$ cat src/hdl/fbpa_pkg.sv
`default_nettype none

package fbpa_pkg;

   // item command codes
   typedef enum logic [0:0] {
      CMD_ALLOC = 1'b0,
      CMD_FREE  = 1'b1
   } command_type;

   // result status codes
   typedef enum logic [1:0] {
      ST_OK    = 2'd0,
      ST_EMPTY = 2'd1,
      ST_FULL  = 2'd2
   } status_type;

   // control sequencer
   typedef enum logic [0:0] {
      S_IDLE = 1'b0,
      S_POP  = 1'b1
   } state_type;

   localparam int BLOCK_W  = 5;
   localparam int STATUS_W = 2;
   localparam int FREE_W   = 6;

endpackage

`default_nettype wire

$ cat src/hdl/fbpa_ram.sv
`default_nettype none

module fbpa_ram #(
   parameter int WIDTH  = 8,
   parameter int DEPTH  = 32,
   parameter int ADDR_W = (DEPTH > 1) ? $clog2(DEPTH) : 1
) (
   input  wire logic              clock,
   input  wire logic              wr_en,
   input  wire logic [ADDR_W-1:0] wr_addr,
   input  wire logic [WIDTH-1:0]  wr_data,
   input  wire logic [ADDR_W-1:0] rd_addr,
   output logic      [WIDTH-1:0]  rd_data
);

   logic [WIDTH-1:0] mem [DEPTH];

   // read returns the old word on a same-address write
   always_ff @(posedge clock) begin
      if (wr_en) begin
         mem[wr_addr] <= wr_data;
      end
      rd_data <= mem[rd_addr];
   end

endmodule

`default_nettype wire

$ cat src/hdl/fixed_block_pool_allocator_top.sv
// the result of every item shows on rsp_* in the cycle after it is accepted
// a free never sets busy; an allocate that leaves free blocks behind sets busy
//    in S_POP while the link memory returns the next head
// other allocates (pool empty, or the last block handed out) never set busy either
// reset: synchronous, active high; head 0, count NUM_BLOCKS, no link entries set up
// the link memory is not cleared; entries are set up lazily by allocates
`default_nettype none

module fixed_block_pool_allocator_top #(
   parameter int NUM_BLOCKS = 32
) (
   input  wire logic                            clock,
   input  wire logic                            reset,
   input  wire logic                            start,
   output logic                                 busy,
   input  wire logic                            req_command,
   input  wire logic [fbpa_pkg::BLOCK_W-1:0]    req_free_block,
   output logic                                 rsp_valid,
   output logic      [fbpa_pkg::BLOCK_W-1:0]    rsp_granted_block,
   output logic      [fbpa_pkg::STATUS_W-1:0]   rsp_status,
   output logic      [fbpa_pkg::FREE_W-1:0]     rsp_blocks_free
);

   import fbpa_pkg::*;

   // head, links and counts must hold the sentinel value NUM_BLOCKS
   localparam int HEAD_W = $clog2(NUM_BLOCKS + 1);
   localparam int ADDR_W = (NUM_BLOCKS > 1) ? $clog2(NUM_BLOCKS) : 1;
   localparam logic [HEAD_W-1:0] NB = HEAD_W'(NUM_BLOCKS);

   // control state
   state_type         state_ff, state_in;
   logic [HEAD_W-1:0] head_ff, head_in;
   logic [HEAD_W-1:0] count_ff, count_in;
   logic [HEAD_W-1:0] init_ff, init_in;

   // forwarding of the lazy-init write into the pending head read
   logic              fwd_ff, fwd_in;
   logic [HEAD_W-1:0] fwd_data_ff, fwd_data_in;

   // result register
   logic                rsp_valid_ff, rsp_valid_in;
   logic [BLOCK_W-1:0]  rsp_granted_ff, rsp_granted_in;
   status_type          rsp_status_ff, rsp_status_in;
   logic [FREE_W-1:0]   rsp_free_ff, rsp_free_in;

   // link memory port signals
   logic              ram_wr_en;
   logic [ADDR_W-1:0] ram_wr_addr;
   logic [HEAD_W-1:0] ram_wr_data;
   logic [ADDR_W-1:0] ram_rd_addr;
   logic [HEAD_W-1:0] ram_rd_data;

   // decode of the incoming item
   logic              accept;
   logic              is_alloc;
   logic              init_en;
   logic              pool_ok;
   logic              free_ok;
   logic              pop_link;
   logic [HEAD_W-1:0] init_next;
   logic [HEAD_W-1:0] count_dec;

   fbpa_ram #(
      .WIDTH (HEAD_W),
      .DEPTH (NUM_BLOCKS)
   ) u_link_ram (
      .clock   (clock),
      .wr_en   (ram_wr_en),
      .wr_addr (ram_wr_addr),
      .wr_data (ram_wr_data),
      .rd_addr (ram_rd_addr),
      .rd_data (ram_rd_data)
   );

   always_comb begin
      accept    = start && !busy;
      is_alloc  = (req_command == CMD_ALLOC);
      // one more link entry is set up on every allocate until all exist
      init_en   = accept && is_alloc && (init_ff < NB);
      init_next = HEAD_W'(init_ff + 1'b1);
      count_dec = HEAD_W'(count_ff - 1'b1);
      // a corrupted head (only after double frees) reads as an empty pool
      pool_ok   = (count_ff != '0) && (head_ff < NB);
      free_ok   = (count_ff < NB) && ({27'd0, req_free_block} < 32'(NUM_BLOCKS));
      // the popped block's link becomes the head unless the pool just ran dry
      pop_link  = accept && is_alloc && pool_ok && (count_dec != '0);
   end

   // link memory: lazy-init write on allocate, push write on free,
   // head link always read so it is ready the cycle after an allocate
   always_comb begin
      ram_wr_en   = init_en || (accept && !is_alloc && free_ok);
      ram_wr_addr = is_alloc ? ADDR_W'(init_ff) : ADDR_W'(req_free_block);
      ram_wr_data = is_alloc ? init_next : head_ff;
      ram_rd_addr = ADDR_W'(head_ff);
   end

   // next state
   always_comb begin
      state_in = state_ff;
      unique case (state_ff)
         S_IDLE: begin
            if (pop_link) begin
               state_in = S_POP;
            end
         end
         S_POP: begin
            state_in = S_IDLE;
         end
         default: begin
            state_in = S_IDLE;
         end
      endcase
   end

   // sequencer outputs
   always_comb begin
      unique case (state_ff)
         S_IDLE:  busy = 1'b0;
         S_POP:   busy = 1'b1;
         default: busy = 1'b1;
      endcase
   end

   // datapath and result
   always_comb begin
      head_in        = head_ff;
      count_in       = count_ff;
      init_in        = init_ff;
      fwd_in         = fwd_ff;
      fwd_data_in    = fwd_data_ff;
      rsp_valid_in   = accept;
      rsp_granted_in = rsp_granted_ff;
      rsp_status_in  = rsp_status_ff;
      rsp_free_in    = rsp_free_ff;

      if (state_ff == S_POP) begin
         // the link read of the old head returns now; take the forwarded
         // init value when the same entry was set up in the accept cycle
         head_in = fwd_ff ? fwd_data_ff : ram_rd_data;
      end

      if (accept) begin
         if (init_en) begin
            init_in = init_next;
         end
         fwd_in      = init_en && (init_ff == head_ff);
         fwd_data_in = init_next;

         if (is_alloc) begin
            if (pool_ok) begin
               rsp_granted_in = BLOCK_W'(head_ff);
               rsp_status_in  = ST_OK;
               count_in       = count_dec;
               if (count_dec == '0) begin
                  head_in = NB;
               end
            end else begin
               rsp_granted_in = '0;
               rsp_status_in  = ST_EMPTY;
            end
         end else begin
            rsp_granted_in = '0;
            if (free_ok) begin
               rsp_status_in = ST_OK;
               head_in       = HEAD_W'(req_free_block);
               count_in      = HEAD_W'(count_ff + 1'b1);
            end else begin
               rsp_status_in = ST_FULL;
            end
         end
         rsp_free_in = FREE_W'(count_in);
      end
   end

   always_ff @(posedge clock) begin
      if (reset) begin
         state_ff     <= S_IDLE;
         head_ff      <= '0;
         count_ff     <= NB;
         init_ff      <= '0;
         fwd_ff       <= 1'b0;
         rsp_valid_ff <= 1'b0;
      end else begin
         state_ff     <= state_in;
         head_ff      <= head_in;
         count_ff     <= count_in;
         init_ff      <= init_in;
         fwd_ff       <= fwd_in;
         rsp_valid_ff <= rsp_valid_in;
      end
   end

   // payload needs no reset
   always_ff @(posedge clock) begin
      fwd_data_ff    <= fwd_data_in;
      rsp_granted_ff <= rsp_granted_in;
      rsp_status_ff  <= rsp_status_in;
      rsp_free_ff    <= rsp_free_in;
   end

   assign rsp_valid         = rsp_valid_ff;
   assign rsp_granted_block = rsp_granted_ff;
   assign rsp_status        = rsp_status_ff;
   assign rsp_blocks_free   = rsp_free_ff;

endmodule

`default_nettype wire

$ cat config.mk
export PLATFORM = sky130hd
export DESIGN_NAME = fixed_block_pool_allocator_top
export DESIGN_NICKNAME = d
export VERILOG_FILES = /design/src/hdl/fbpa_pkg.sv /design/src/hdl/fbpa_ram.sv /design/src/hdl/fixed_block_pool_allocator_top.sv
export SDC_FILE = /design/constraint.sdc
export NUM_CORES = 1
export LEC_CHECK = 0
export ABC_CLOCK_PERIOD_IN_PS = 4350
export BUFFER_PORTS_ARGS = -buffer_cell sky130_fd_sc_hd__buf_4
export CORE_ASPECT_RATIO = 1.75
export CORE_MARGIN = 5
export CORE_UTILIZATION = 55
export CTS_BUF_LIST = sky130_fd_sc_hd__clkbuf_8
export DETAILED_ROUTE_END_ITERATION = 8
export PLACE_DENSITY = 0.74
export SLEW_MARGIN = 40
export SYNTH_ARGS = -nofsm -noshare
export SYNTH_HDL_FRONTEND = slang
export SYNTH_HIERARCHICAL = 1
export SYNTH_SLANG_ARGS = --single-unit
export TNS_END_PERCENT = 50
$ cat constraint.sdc
create_clock -name clock -period 4.35 [get_ports clock]
set_input_delay 0.2175 -clock clock [delete_from_list [all_inputs] [get_ports clock]]
set_output_delay 0.2175 -clock clock [all_outputs]
set_load 0.05 [all_outputs]
* After elaboration in Yosys (flattened, before gate mapping)
Memories as Yosys holds them, arrays and structs flattened. A register that Yosys moved wholly into a read port is not among the register bits.
Cells that the tools add are included.
** Storage, ports and cells
- Register bits after elaboration :: 40
- Memory bits (writable) :: 192
- Input port bits :: 9
- Output and inout bits :: 15
- Logic and storage cells :: 57
- Memories kept :: 1
** Operators by class
- $add $sub $neg :: 3
- Magnitude comparators :: 3
- Equality and inequality tests :: 1
- Muxes and demuxes :: 20
- Bitwise gates (word level) :: 3
- Reductions and logical operators :: 16
** Memory list
- u_link_ram.mem :: depth 32, bits a word 6, read ports 1, clocked after memory_dff 1, wr ports 1, line fbpa_ram.sv:16 : logic [WIDTH-1:0] mem [DEPTH];
** Operators by type and width (number)
- $mux 6 :: 11
- $lt 6x6->1 const B :: 3
- $add 6x1->6 const B :: 2
- $reduce_bool 6->1 :: 2
- $logic_and 1x1->1 :: 9
- $eq 6x6->1 :: 1
- $logic_not 6->1 :: 1
- $sub 6x1->6 const B :: 1
- $mux 5 :: 1
- $mux 1 :: 4
- $mux 2 :: 2
- $pmux 1 s2 :: 2
- $not 1->1 :: 3
- $reduce_and 2->1 :: 1
- $reduce_or 2->1 :: 1
- $logic_not 1->1 :: 1
- $logic_or 1x1->1 :: 1

* Longest topological paths before layout
Gate-level depths: netlist of the first run.
- Word-level depth :: 9
- Gate-level depth with buffers :: 7
- Mapped depth without buffers :: 6

* Modules after synthesis
The synthesis of the first run kept the hierarchy.
** Modules (own cells, without submodules)
- fbpa_ram :: instances 1, cells an instance 323, area each 7589.8 um2, sequential area each 5885.6 um2
- fixed_block_pool_allocator_top :: instances 1, cells an instance 203, area each 2118.3 um2, sequential area each 991.0 um2

* Worst setup path after synthesis of the first run
OpenSTA, ideal clock, no wires.
- Kind :: reg2reg
- Start point :: register state_ff
- End point :: memory u_link_ram/mem[0][0] (netlist bit) (enable)
- Library setup time :: 0.350 ns
- Arrival time :: 2.550 ns
- Data required time :: 4.000 ns
- Setup slack :: 1.450 ns
- Stages on the path, launching flop included :: 8
- Path buffers :: 1
- Period minus slack after synthesis :: 2.900 ns
- Cells stage by stage :: dfxtp_1 -> nand2b_1 -> inv_1 -> nand2_1 -> nand2b_1 -> or3b_2 -> clkbuf_1 -> nor2_1
** Between the ends
- Longest elaborated chain between the ends :: 9
- Elaborated cells between the ends (all ways) :: 11
- Classes of those cells :: 3 x mux; 1 x bitwise; 7 x reduce/logical
** RTL lines
- start: declaration :: line fixed_block_pool_allocator_top.sv:32 : state_type state_ff, state_in;
- start signal: assignment :: line fixed_block_pool_allocator_top.sv:186 : state_ff <= state_in;
- $not 1->1
- $pmux 1 s2 * :: line fixed_block_pool_allocator_top.sv:119 : unique case (state_ff)
- $logic_not 1->1 * :: line fixed_block_pool_allocator_top.sv:77 : accept = start && !busy;
- $logic_and 1x1->1 * :: line fixed_block_pool_allocator_top.sv:77
- via accept :: line fixed_block_pool_allocator_top.sv:55 : logic accept;
- $logic_and 1x1->1 (on tied branches) (2 in series) :: line fixed_block_pool_allocator_top.sv:80, fixed_block_pool_allocator_top.sv:93
- $logic_or 1x1->1 * :: line fixed_block_pool_allocator_top.sv:93 : ram_wr_en = init_en || (accept && !is_alloc && free_ok);
- via ram_wr_en :: line fixed_block_pool_allocator_top.sv:48 : logic ram_wr_en;
- $mux 1 * :: line fbpa_ram.sv:20 : if (wr_en) begin
- $mux 1 (implied by the code) * :: line fbpa_ram.sv:21 : mem[wr_addr] <= wr_data;
- end: declaration :: line fbpa_ram.sv:16
Mark *: on every way through the listed nets, which the timed path passes. The rest lies on a longest branch.

* Final worst setup path of the first run
- Start point :: register state_ff
- End point :: memory u_link_ram/mem[14][0] (netlist bit) (enable)
** Between the ends
- Longest elaborated chain between the ends :: 9
- Elaborated cells between the ends (all ways) :: 11
- Classes of those cells :: 3 x mux; 1 x bitwise; 7 x reduce/logical
** RTL lines (line)
- $not 1->1
- $pmux 1 s2 * :: fixed_block_pool_allocator_top.sv:119
- $logic_not 1->1 * :: fixed_block_pool_allocator_top.sv:77
- $logic_and 1x1->1 * :: fixed_block_pool_allocator_top.sv:77
- $logic_and 1x1->1 (on tied branches) (2 in series) :: fixed_block_pool_allocator_top.sv:80, fixed_block_pool_allocator_top.sv:93
- $logic_or 1x1->1 * :: fixed_block_pool_allocator_top.sv:93
- via ram_wr_en :: fixed_block_pool_allocator_top.sv:48
- $mux 1 * :: fbpa_ram.sv:20
- $mux 1 (implied by the code) * :: fbpa_ram.sv:21
Marks and branches as above.

==> impl_metrics.ini, run 1 <==
[run_status]
status = complete, no violations

[global_routing]
grt.met3_usage_pct = 3.09
grt_max_degree = 42
grt_use_total_pct = 20.9
antenna_found_initial = 0
met1_usage_pct = 22.5
grt_pass1_vias = 5356
grt_pass1_wl_um = 32100
busiest_layer = met2
overflow = 0
use_met2_pct = 40.1

[sta]
maxSlewHeadroom_pct = 48.5
fin_ws_ns = 1.40
tightest_slew_ns = 0.772
setup_tns_ns = 0
fmax_mhz = 339
slew_viol_final = 0
rsz0062_at_grt = false
skew_ns = 0.0132
hold_viol_final = 0
post-route-period-util_pct = 67.9
setup_viol_count_final = 0
period_minus_slack_ns = 2.95

[pwr]
p_sw_w = 0.00110
clkPwrFrac_pct = 33.6
power_density_nw_per_um2 = 433
cellInternalPower_w = 0.00357
swShare_pct = 23.6
seqPwrFrac_pct = 56.2
leakagePower_nw = 3.46
combPwrFrac_pct = 10.2
peakVddDrop_mv = 0.221

[clock_tree]
cts_tree = yes
cts_buffers = 30
post_cts_buffers = 0
cts.sinks = 238
cts_resized = 0
clkLatencyLatePin_ns = 0.55
clk_pin_slew_ns = 0.07
cts-root-buf = clkbuf_8
cts_buffer_depth = 3
ctsHtreeMaxLevel = 1

[floorplan]
die_area_um2 = 20500
fp-row-count = 64
dieHeight_um = 186
core_region_area_um2 = 17500
io_pins = 24
die_x_um = 110
start_util_pct = 55.6

[routing]
drc = 0
dr.pass1.iters = 5
wl_um = 20900
vias = 5037
drt-initial-drc-count = 559
avgViaCountPerCell = 6.14
ant_nets = 0
wire_per_inst_um = 25.4

[worst_setup_path]
crit_buf_inv = 0
cp_top_family = simple AND/OR/NAND/NOR gates
crit_path_end_kind = flop
worstPathMaxFanout = 16
critPathMaxStageDelay_ns = 0.69
cp_data_required_time_ns = 4.53
cpMaxStageDelayCell = nor4b_2
critPathLaunchType = flop
crit_chain = nor4b_2 > nand2b_1 > nand3b_1 > nor2_1
cp.arrival_ns = 3.13
worstSetupPathType = reg -> reg

[job]
drv_cap = 0

[yosys]
synth_area_per_cell_um2 = 18.5
synth_nets = 540
synth-seq-area-share_pct = 70.8
netlist_instances = 526
synth-main-ff-cell = edfxtp_1
yosysUniqueCellTypes = 49
yosys_warnings = 6
synth_edf_count = 211
async_flop_share_pct = 0
ys_ff_latch = 238
netlist_area_um2 = 9710

[place]
dpl-instance-area_um2 = 10100
io_buffers = 23
gp_congestion = 0.824
hpwl_um = 14200
pre_cts_ws_ns = 1.52

[layout]
final_layout_size_suffix_gt1_share_pct = 27.6
diodes = 0
final_common_cell = edfxtp_1
layout_common_cells = 211 x edfxtp_1, 60 x mux4_2, 52 x nor2_1, 32 x clkbuf_8, 26 x buf_4
nNetsFinal = 581
stdcell_area_um2 = 10800
synthToLayoutAreaGrowth_pct = 11.2

[hold_path]
hold_class = in -> reg
-- worst reg2reg max path, cell delays in order (launching register included) --
cell      delay [ns]
dfxtp_1         0.46
nor4b_2         0.69
nand2b_1        0.27
nand3b_1        0.52
nor2_1          0.64
-- power by group through the flow --
stage                     registers (W)  clock network [W]  logic [W]
after global placement          0.00269                  0   0.000444
after detailed placement        0.00268                  0   0.000474
final                           0.00263            0.00157   0.000478
after global routing            0.00263            0.00170   0.000510
after CTS                       0.00263            0.00159   0.000481
after floorplan                 0.00269                  0   0.000306
-- Yosys cell counts (5+ instances only) --
library cell / count / share of area [%]
and2_1: 6 / 0.39
clkbuf_1: 17 / 0.66
dfxtp_1: 27 / 5.6
edfxtp_1: 211 / 65
ha_1: 5 / 0.64
inv_1: 5 / 0.19
mux2_2: 18 / 2.1
mux2i_1: 7 / 0.72
mux4_2: 60 / 14
nand2_1: 11 / 0.43
nand3_1: 8 / 0.41
nand3b_1: 5 / 0.39
nor2_1: 52 / 2.0
nor3_1: 5 / 0.26
o21ai_0: 9 / 0.46
o2bb2ai_1: 5 / 0.45
xnor2_1: 9 / 0.81
xor2_1: 9 / 0.81
-- flip-flops by register name, summed over array words and instances (netlist names), 2 cells and up --
name                cells
init_ff                 6
rsp_blocks_free         6
rsp_granted_block       5
count_ff                6
rsp_status              2
u_link_ram/rd_data      6
u_link_ram/mem        192
head_ff                 6
fwd_data_ff             6
-- timing repair --
| item | in CTS | in global routing |
|---|---|---|
| endpoints found under the hold margin | 10 | 0 |
| hold buffers | 6 | 0 |
| endpoints found under the setup margin | 0 | 0 |
-- per-layer routing --
layer	part of all wire (%)	wire, um
met5	0	0
met3	4.7	976
met4	4.9	1020
met2	57	11900
met1	34	7020
-- final timing paths --
check        slack, ns  startpoint               endpoint  cells after the start
min reg2reg       0.61  init_ff[5]             init_ff[5]                      3
min               0.18       start              rsp_valid                      3
max reg2reg       1.40    state_ff  u_link_ram/mem[14][0]                      4
max               1.40    state_ff  u_link_ram/mem[14][0]                      4
-- cell families after synthesis --
family	Yosys count	synth area share (%)
flops	238	70.8
simple gates	115	6.10
mux	85	16.7
compound gates	34	2.54
buf+inv	31	1.53
xor+xnor	18	1.62
fa+ha+maj	5	0.644
-- stage by stage --
stage / total power [W] / util [%] / hold slack [ns] / cells
floorplan: 0.00300 / - / 0.334 / 526
global placement: 0.00313 / 57.7 / 0.434 / 757
detailed placement: 0.00315 / 58.1 / 0.437 / 760
CTS: 0.00470 / 61.8 / 0.144 / 821
global route: 0.00485 / 61.8 / 0.161 / 821
finish: 0.00467 / 61.8 / 0.179 / 821
-- layout make-up --
class | instances | area, um2
fillers | 1242 | 6660
clock buffers | 32 | 440
repair buffers | 35 | 310
inverters | 5 | 18.8
flip-flops and latches | 238 | 6890
multi-input cells | 257 | 2690
well taps | 231 | 289
clock inverters | 23 | 158
No activity file was read; power rests on OpenSTA's default activity.
==> run 2, diff against run 1 <==
--- a/config.mk
+++ b/config.mk
@@ -5,7 +5,7 @@
 export SDC_FILE = /design/constraint.sdc
 export NUM_CORES = 1
 export LEC_CHECK = 0
-export ABC_CLOCK_PERIOD_IN_PS = 4350
+export ABC_CLOCK_PERIOD_IN_PS = 2900
 export BUFFER_PORTS_ARGS = -buffer_cell sky130_fd_sc_hd__buf_4
 export CORE_ASPECT_RATIO = 1.75
 export CORE_MARGIN = 5
==> constraint.sdc (replaced) <==
create_clock -name clock -period 2.9 [get_ports clock]
set_input_delay 0.145 -clock clock [delete_from_list [all_inputs] [get_ports clock]]
set_output_delay 0.145 -clock clock [all_outputs]
set_load 0.05 [all_outputs]
==> impl_metrics.ini, run 2 (same netlist as run 1, synthesis figures left out) <==
[global_routing]
antenna_found_initial = 0
overflow = 0
grt_use_total_pct = 20.0
grt_pass1_wl_um = 31200
grt_max_degree = 33
grt_pass1_vias = 5390

[worst_setup_path]
worstPathMaxFanout = 15
cp.arrival_ns = 2.64
crit_chain = buf_4 > nor4b_2 > nand2b_1 > or3b_2 > nor2_1
rrSetupSlack_ns = 0.45
critPathLaunchType = flop
worstSetupPathType = reg -> reg
cpMaxStageDelayCell = or3b_2
critPathMaxStageDelay_ns = 0.61
crit_path_end_kind = flop
cp_data_required_time_ns = 3.09

[clock_tree]
cts_resized = 0
clk_pin_slew_ns = 0.08
cts_buffer_depth = 3
cts.sinks = 238
cts-root-buf = clkbuf_8
clkLatencyLatePin_ns = 0.56
cts_tree = yes
post_cts_buffers = 0
cts_buffers = 31
ctsHtreeMaxLevel = 1

[routing]
wl_um = 19900
drc = 0
ant_nets = 0
met3_length_um = 854
drt-initial-drc-count = 506
wire_per_inst_um = 23.9
routed.top_layer = met4
vias = 4985
dr.pass1.iters = 5
route.met2.wl_um = 11500
avgViaCountPerCell = 5.98
wl_met1_um = 7120

[floorplan]
dieHeight_um = 186
fp-row-count = 64
core_region_area_um2 = 17500
io_pins = 24
die_x_um = 110
die_area_um2 = 20500
start_util_pct = 55.6

[pwr]
peakVddDrop_mv = 0.466
power_w = 0.00719
leakagePower_nw = 3.53
power_density_nw_per_um2 = 659

[layout]
final_layout_size_suffix_gt1_share_pct = 28.4
largest_reg_flops = 192
final_common_cell = edfxtp_1
instances_no_fill = 834
diodes = 0
synthToLayoutAreaGrowth_pct = 12.3
nFillCells = 1228
layout_common_cells = 211 x edfxtp_1, 60 x mux4_2, 52 x nor2_1, 38 x buf_4, 31 x clkbuf_8
nNetsFinal = 593
largest_register = u_link_ram/mem

[place]
hpwl_um = 13600
io_buffers = 23
dp.cells = 771
gp_congestion = 0.809

[sta]
hold_viol_final = 0
maxSlewHeadroom_pct = 50.1
setup_tns_ns = 0
setup_viol_count_final = 0
skew_ns = 0.0199
tightest_slew_ns = 0.748
fmax_mhz = 408
slew_viol_final = 0
post-route-period-util_pct = 84.5
rsz0062_at_grt = false
period_minus_slack_ns = 2.45
hold_slack_ns = 0.0265

[run_status]
status = complete, no violations

[hold_path]
hold_class = in -> reg

[job]
drv_cap = 0
## run 2: cell count changes in the layout (fill, tap and decap cells not counted), moves of 2 or more
| cell | previous run | this run |
|---|---|---|
| buf_4 | 26 | 38 |
| bufinv_16 | 2 | 4 |
| inv_1 | 14 | 16 |
| clkinv_1 | 2 | 4 |
| clkinv_2 | 8 | 5 |
## run 2: path summary, 6_finish.rpt
path,cells after the start,from,to
hold / removal,2,req_command,rsp_status[0]
setup reg to reg,5,state_ff,u_link_ram/mem[12][3]
hold reg to reg,1,init_ff[0],fwd_data_ff[0]
setup / recovery,5,state_ff,u_link_ram/mem[12][3]
## run 2: cell type report
class                           instances  area [um2]  share of cell area, %
Clock inverter                         26         216                   1.99
Timing Repair Buffer                   46         385                   3.53
Clock buffer                           31         427                   3.91
Multi-Input combinational cell        257        2690                   24.6
Sequential cell                       238        6880                   63.1
Inverter                                5        18.8                  0.172
Tap cell                              231         289                   2.65
## run 2: report_power, final
part	leakage [nW]	internal [W]	switching (W)
sequential	2.15	0.00383	0.0000686
clock	0.364	0.00136	0.00117
combinational	1.01	0.000317	0.000438
## run 2: layer usage
metal	global-route usage (%)	vias to the layer above
met1	22.2	2586
met4	6.11	0
met5	0	-
li1	-	2213
met3	2.96	34
met2	39.2	152
## run 2: metrics by stage
stage	util, %	cell area, um2	setup WS (ns)
global placement	58.4	10200	0.564
CTS	62.5	10900	0.473
detailed placement	58.4	10200	0.504
finish	62.5	10900	0.450
global route	62.5	10900	0.365
floorplan	-	9710	0.000241
## run 2: worst max-delay path, delay by kind of cell, from the launching register on
family | cells | cell delay (ns)
and+or+nand+nor | 4 | 1.58
DFF | 1 | 0.32
buffers and inverters | 1 | 0.18
## run 2: timing repair
item,in CTS,in global routing
hold buffers,6,0
setup endpoints to repair,0,0
endpoints found under the hold margin,17,0
==> run 3, diff against run 2 <==
--- a/config.mk
+++ b/config.mk
@@ -5,14 +5,15 @@
 export SDC_FILE = /design/constraint.sdc
 export NUM_CORES = 1
 export LEC_CHECK = 0
-export ABC_CLOCK_PERIOD_IN_PS = 2900
+export ABC_AREA = 1
+export ABC_CLOCK_PERIOD_IN_PS = 2550
 export BUFFER_PORTS_ARGS = -buffer_cell sky130_fd_sc_hd__buf_4
 export CORE_ASPECT_RATIO = 1.75
 export CORE_MARGIN = 5
 export CORE_UTILIZATION = 55
 export CTS_BUF_LIST = sky130_fd_sc_hd__clkbuf_8
 export DETAILED_ROUTE_END_ITERATION = 8
-export PLACE_DENSITY = 0.74
+export PLACE_DENSITY = 0.73
 export SLEW_MARGIN = 40
 export SYNTH_ARGS = -nofsm -noshare
 export SYNTH_HDL_FRONTEND = slang
==> constraint.sdc (replaced) <==
create_clock -name clock -period 2.55 [get_ports clock]
set_input_delay 0.1275 -clock clock [delete_from_list [all_inputs] [get_ports clock]]
set_output_delay 0.1275 -clock clock [all_outputs]
set_load 0.05 [all_outputs]
==> impl_metrics.ini, run 3 <==
[job]
drv_cap = 0

[sta]
hold_slack_ns = 0.125
slew_viol_final = 0
rsz0062_at_grt = false
period_minus_slack_ns = 2.35
post-route-period-util_pct = 92.0
fmax_mhz = 426
skew_ns = 0.0202
maxSlewHeadroom_pct = 47.9
setup_tns_ns = 0
setup_viol_count_final = 0
tightest_slew_ns = 0.774
hold_viol_final = 0

[clock_tree]
ctsHoldBuffers = 10
cts.sinks = 238
cts_buffer_depth = 3
cts_buffers = 31
ctsHtreeMaxLevel = 1
post_cts_buffers = 0
cts_resized = 0
clk_pin_slew_ns = 0.07
clkLatencyLatePin_ns = 0.56
cts-root-buf = clkbuf_8
cts_tree = yes

[yosys]
synth-seq-area-share_pct = 67.1
yosysMostFrequentCell = nand2_1
ys_ff_latch = 238
post_synth_main_area_contributors = edfxtp_1 62%, nand2_1 11%, nand3_1 8.4%, dfxtp_1 5.3%, nor2_1 2.1%
netlist_area_um2 = 10200
synth_area_per_cell_um2 = 10.6
netlist_instances = 963
synth_nets = 977
yosys_warnings = 6
synth-main-ff-cell = edfxtp_1
synth_common_cells = 311 x nand2_1, 211 x edfxtp_1, 171 x nand3_1
async_flop_share_pct = 0
yosysUniqueCellTypes = 37
yosys.area.top_type_share_pct = 61.8
synth_edf_count = 211
yosys.area.top_type = edfxtp_1

[pwr]
cellInternalPower_w = 0.00591
power_density_nw_per_um2 = 706
combPwrFrac_pct = 12.6
p_sw_w = 0.00214
swShare_pct = 26.6
leakagePower_nw = 4.35
clkPwrFrac_pct = 32.4
seqPwrFrac_pct = 55.0
peakVddDrop_mv = 0.528

[routing]
avgViaCountPerCell = 5.62
dr.pass1.iters = 5
ant_nets = 0
drt-initial-drc-count = 500
wl_um = 25300
vias = 7178
wire_per_inst_um = 19.8
drc = 0

[layout]
fin_util_pct = 61.7
final_common_cell = nand2_1
nNetsFinal = 1029
diodes = 0
largest_register = u_link_ram/mem
largest_reg_flops = 192
final_layout_size_suffix_gt1_share_pct = 13.9
instances_no_fill = 1277
synthToLayoutAreaGrowth_pct = 11.4
layout_common_cells = 311 x nand2_1, 211 x edfxtp_1, 171 x nand3_1, 57 x nor2_1, 53 x buf_4

[hold_path]
hold_class = in -> reg
whs_path_depth = 3
hold_start = req_command
holdPathEnd = rsp_status[1]

[floorplan]
dieHeight_um = 191
start_util_pct = 55.4
die_area_um2 = 21600
io_pins = 24
die_x_um = 113
core_region_area_um2 = 18500
fp-row-count = 66

[worst_setup_path]
worstSetupPathType = reg -> reg
r2r_end = head_ff[3]
cp.arrival_ns = 2.78
critPathLaunchType = flop
r2r-start = count_ff[0]
reg2reg_depth = 9
crit_path_end_kind = flop
worstPathMaxFanout = 8
rrSetupSlack_ns = 0.20
cpMaxStageDelayCell = dlygate4sd3_1
cp_data_required_time_ns = 2.98
crit_chain = inv_1 > ha_1 > xnor2_2 > nand2_1 > nor2_2 > nand3_4 > nand3_1 > a21oi_1 > dlygate4sd3_1
critPathMaxStageDelay_ns = 0.56

[place]
hpwl_um = 16700
io_buffers = 23
gp_congestion = 0.977
dp.cells = 1210

[global_routing]
antenna_found_initial = 0
grt_pass1_vias = 7293
overflow = 0
grt_use_total_pct = 24.0
grt_max_degree = 100
grt_pass1_wl_um = 39300

[run_status]
status = complete, no violations
==> run 3: cell types whose count changed in the layout (fill, tap and decap cells not counted), moves of 9 or more <==
cell,before,now
buf_4,38,53
o22ai_1,0,9
mux4_2,60,0
a21oi_1,4,15
inv_1,16,42
xnor2_1,9,0
o21ai_0,8,17
nand2_1,11,311
mux2_2,18,0
nand3_1,8,171
==> run 3: cell families (layout without fill, tap and decap cells) <==
family                   count (synthesis)  in the layout  share of synthesized area (%)
AND/OR/NAND/NOR                        564            564                           23.8
flip-flops                             238            238                           67.1
buffers and inverters                   91            167                           4.53
AO/OA/AOI/OAI                           60             60                           3.46
adder cells (fa/ha/maj)                  5              5                          0.610
XOR/XNOR                                 5              5                          0.501
==> run 3: final cells by class <==
| type | count | area (um2) |
|---|---|---|
| flip-flops and latches | 238 | 6880 |
| fillers | 1471 | 7080 |
| repair buffers | 66 | 558 |
| clock inverters | 26 | 149 |
| well taps | 238 | 298 |
| multi-input cells | 634 | 2930 |
| clock buffers | 31 | 427 |
| inverters | 44 | 176 |
==> run 3: stage by stage <==
stage	area (um2)	power, W	setup WS, ns
2_1_floorplan	10200	0.00518	0.0676
3_3_place_gp	10700	0.00550	0.289
3_5_place_dp	10700	0.00551	0.213
4_1_cts	11400	0.00808	0.193
6_report	11400	0.00806	0.204
5_1_grt	11400	0.00836	0.0356
==> run 3: worst max-delay path by stage <==
stage                            end   startpoint  cells past startpoint  slack (ns)
5_1_grt                   head_ff[0]  count_ff[0]                      9        0.04
4_1_cts                   head_ff[0]  count_ff[0]                     11        0.19
2_1_floorplan  u_link_ram/mem[31][0]     state_ff                      7        0.07
3_3_place_gp   u_link_ram/mem[13][1]  req_command                      8        0.29
3_5_place_dp   u_link_ram/mem[13][1]  req_command                      8        0.21
6_report                  head_ff[3]  count_ff[0]                      9        0.20
==> run 3: power groups by stage <==
stage          clock [W]  sequential, W  combinational [W]
6_report         0.00261        0.00443            0.00102
5_1_grt          0.00282        0.00444            0.00111
4_1_cts          0.00264        0.00443            0.00101
3_5_place_dp           0        0.00451           0.000995
3_3_place_gp           0        0.00451           0.000987
2_1_floorplan          0        0.00458           0.000602
==> run 3: critical path: cells and delay by family, from the launching register on <==
family | cells | cell delay [ns]
buffers and inverters | 2 | 0.73
AOI/OAI and AO/OA | 1 | 0.06
DFF | 1 | 0.40
xor gates and xnor gates | 1 | 0.18
and+or+nand+nor | 4 | 0.58
adders and majority gates | 1 | 0.30
==> run 3: layer usage <==
metal  global-route usage (%)  wire (um)  vias to the layer above
met5                        0          0                        -
met2                     45.8      14000                      286
li1                         -          -                     3414
met1                     25.2       8730                     3391
met4                     12.9       1370                        0
met3                     2.67       1230                       87
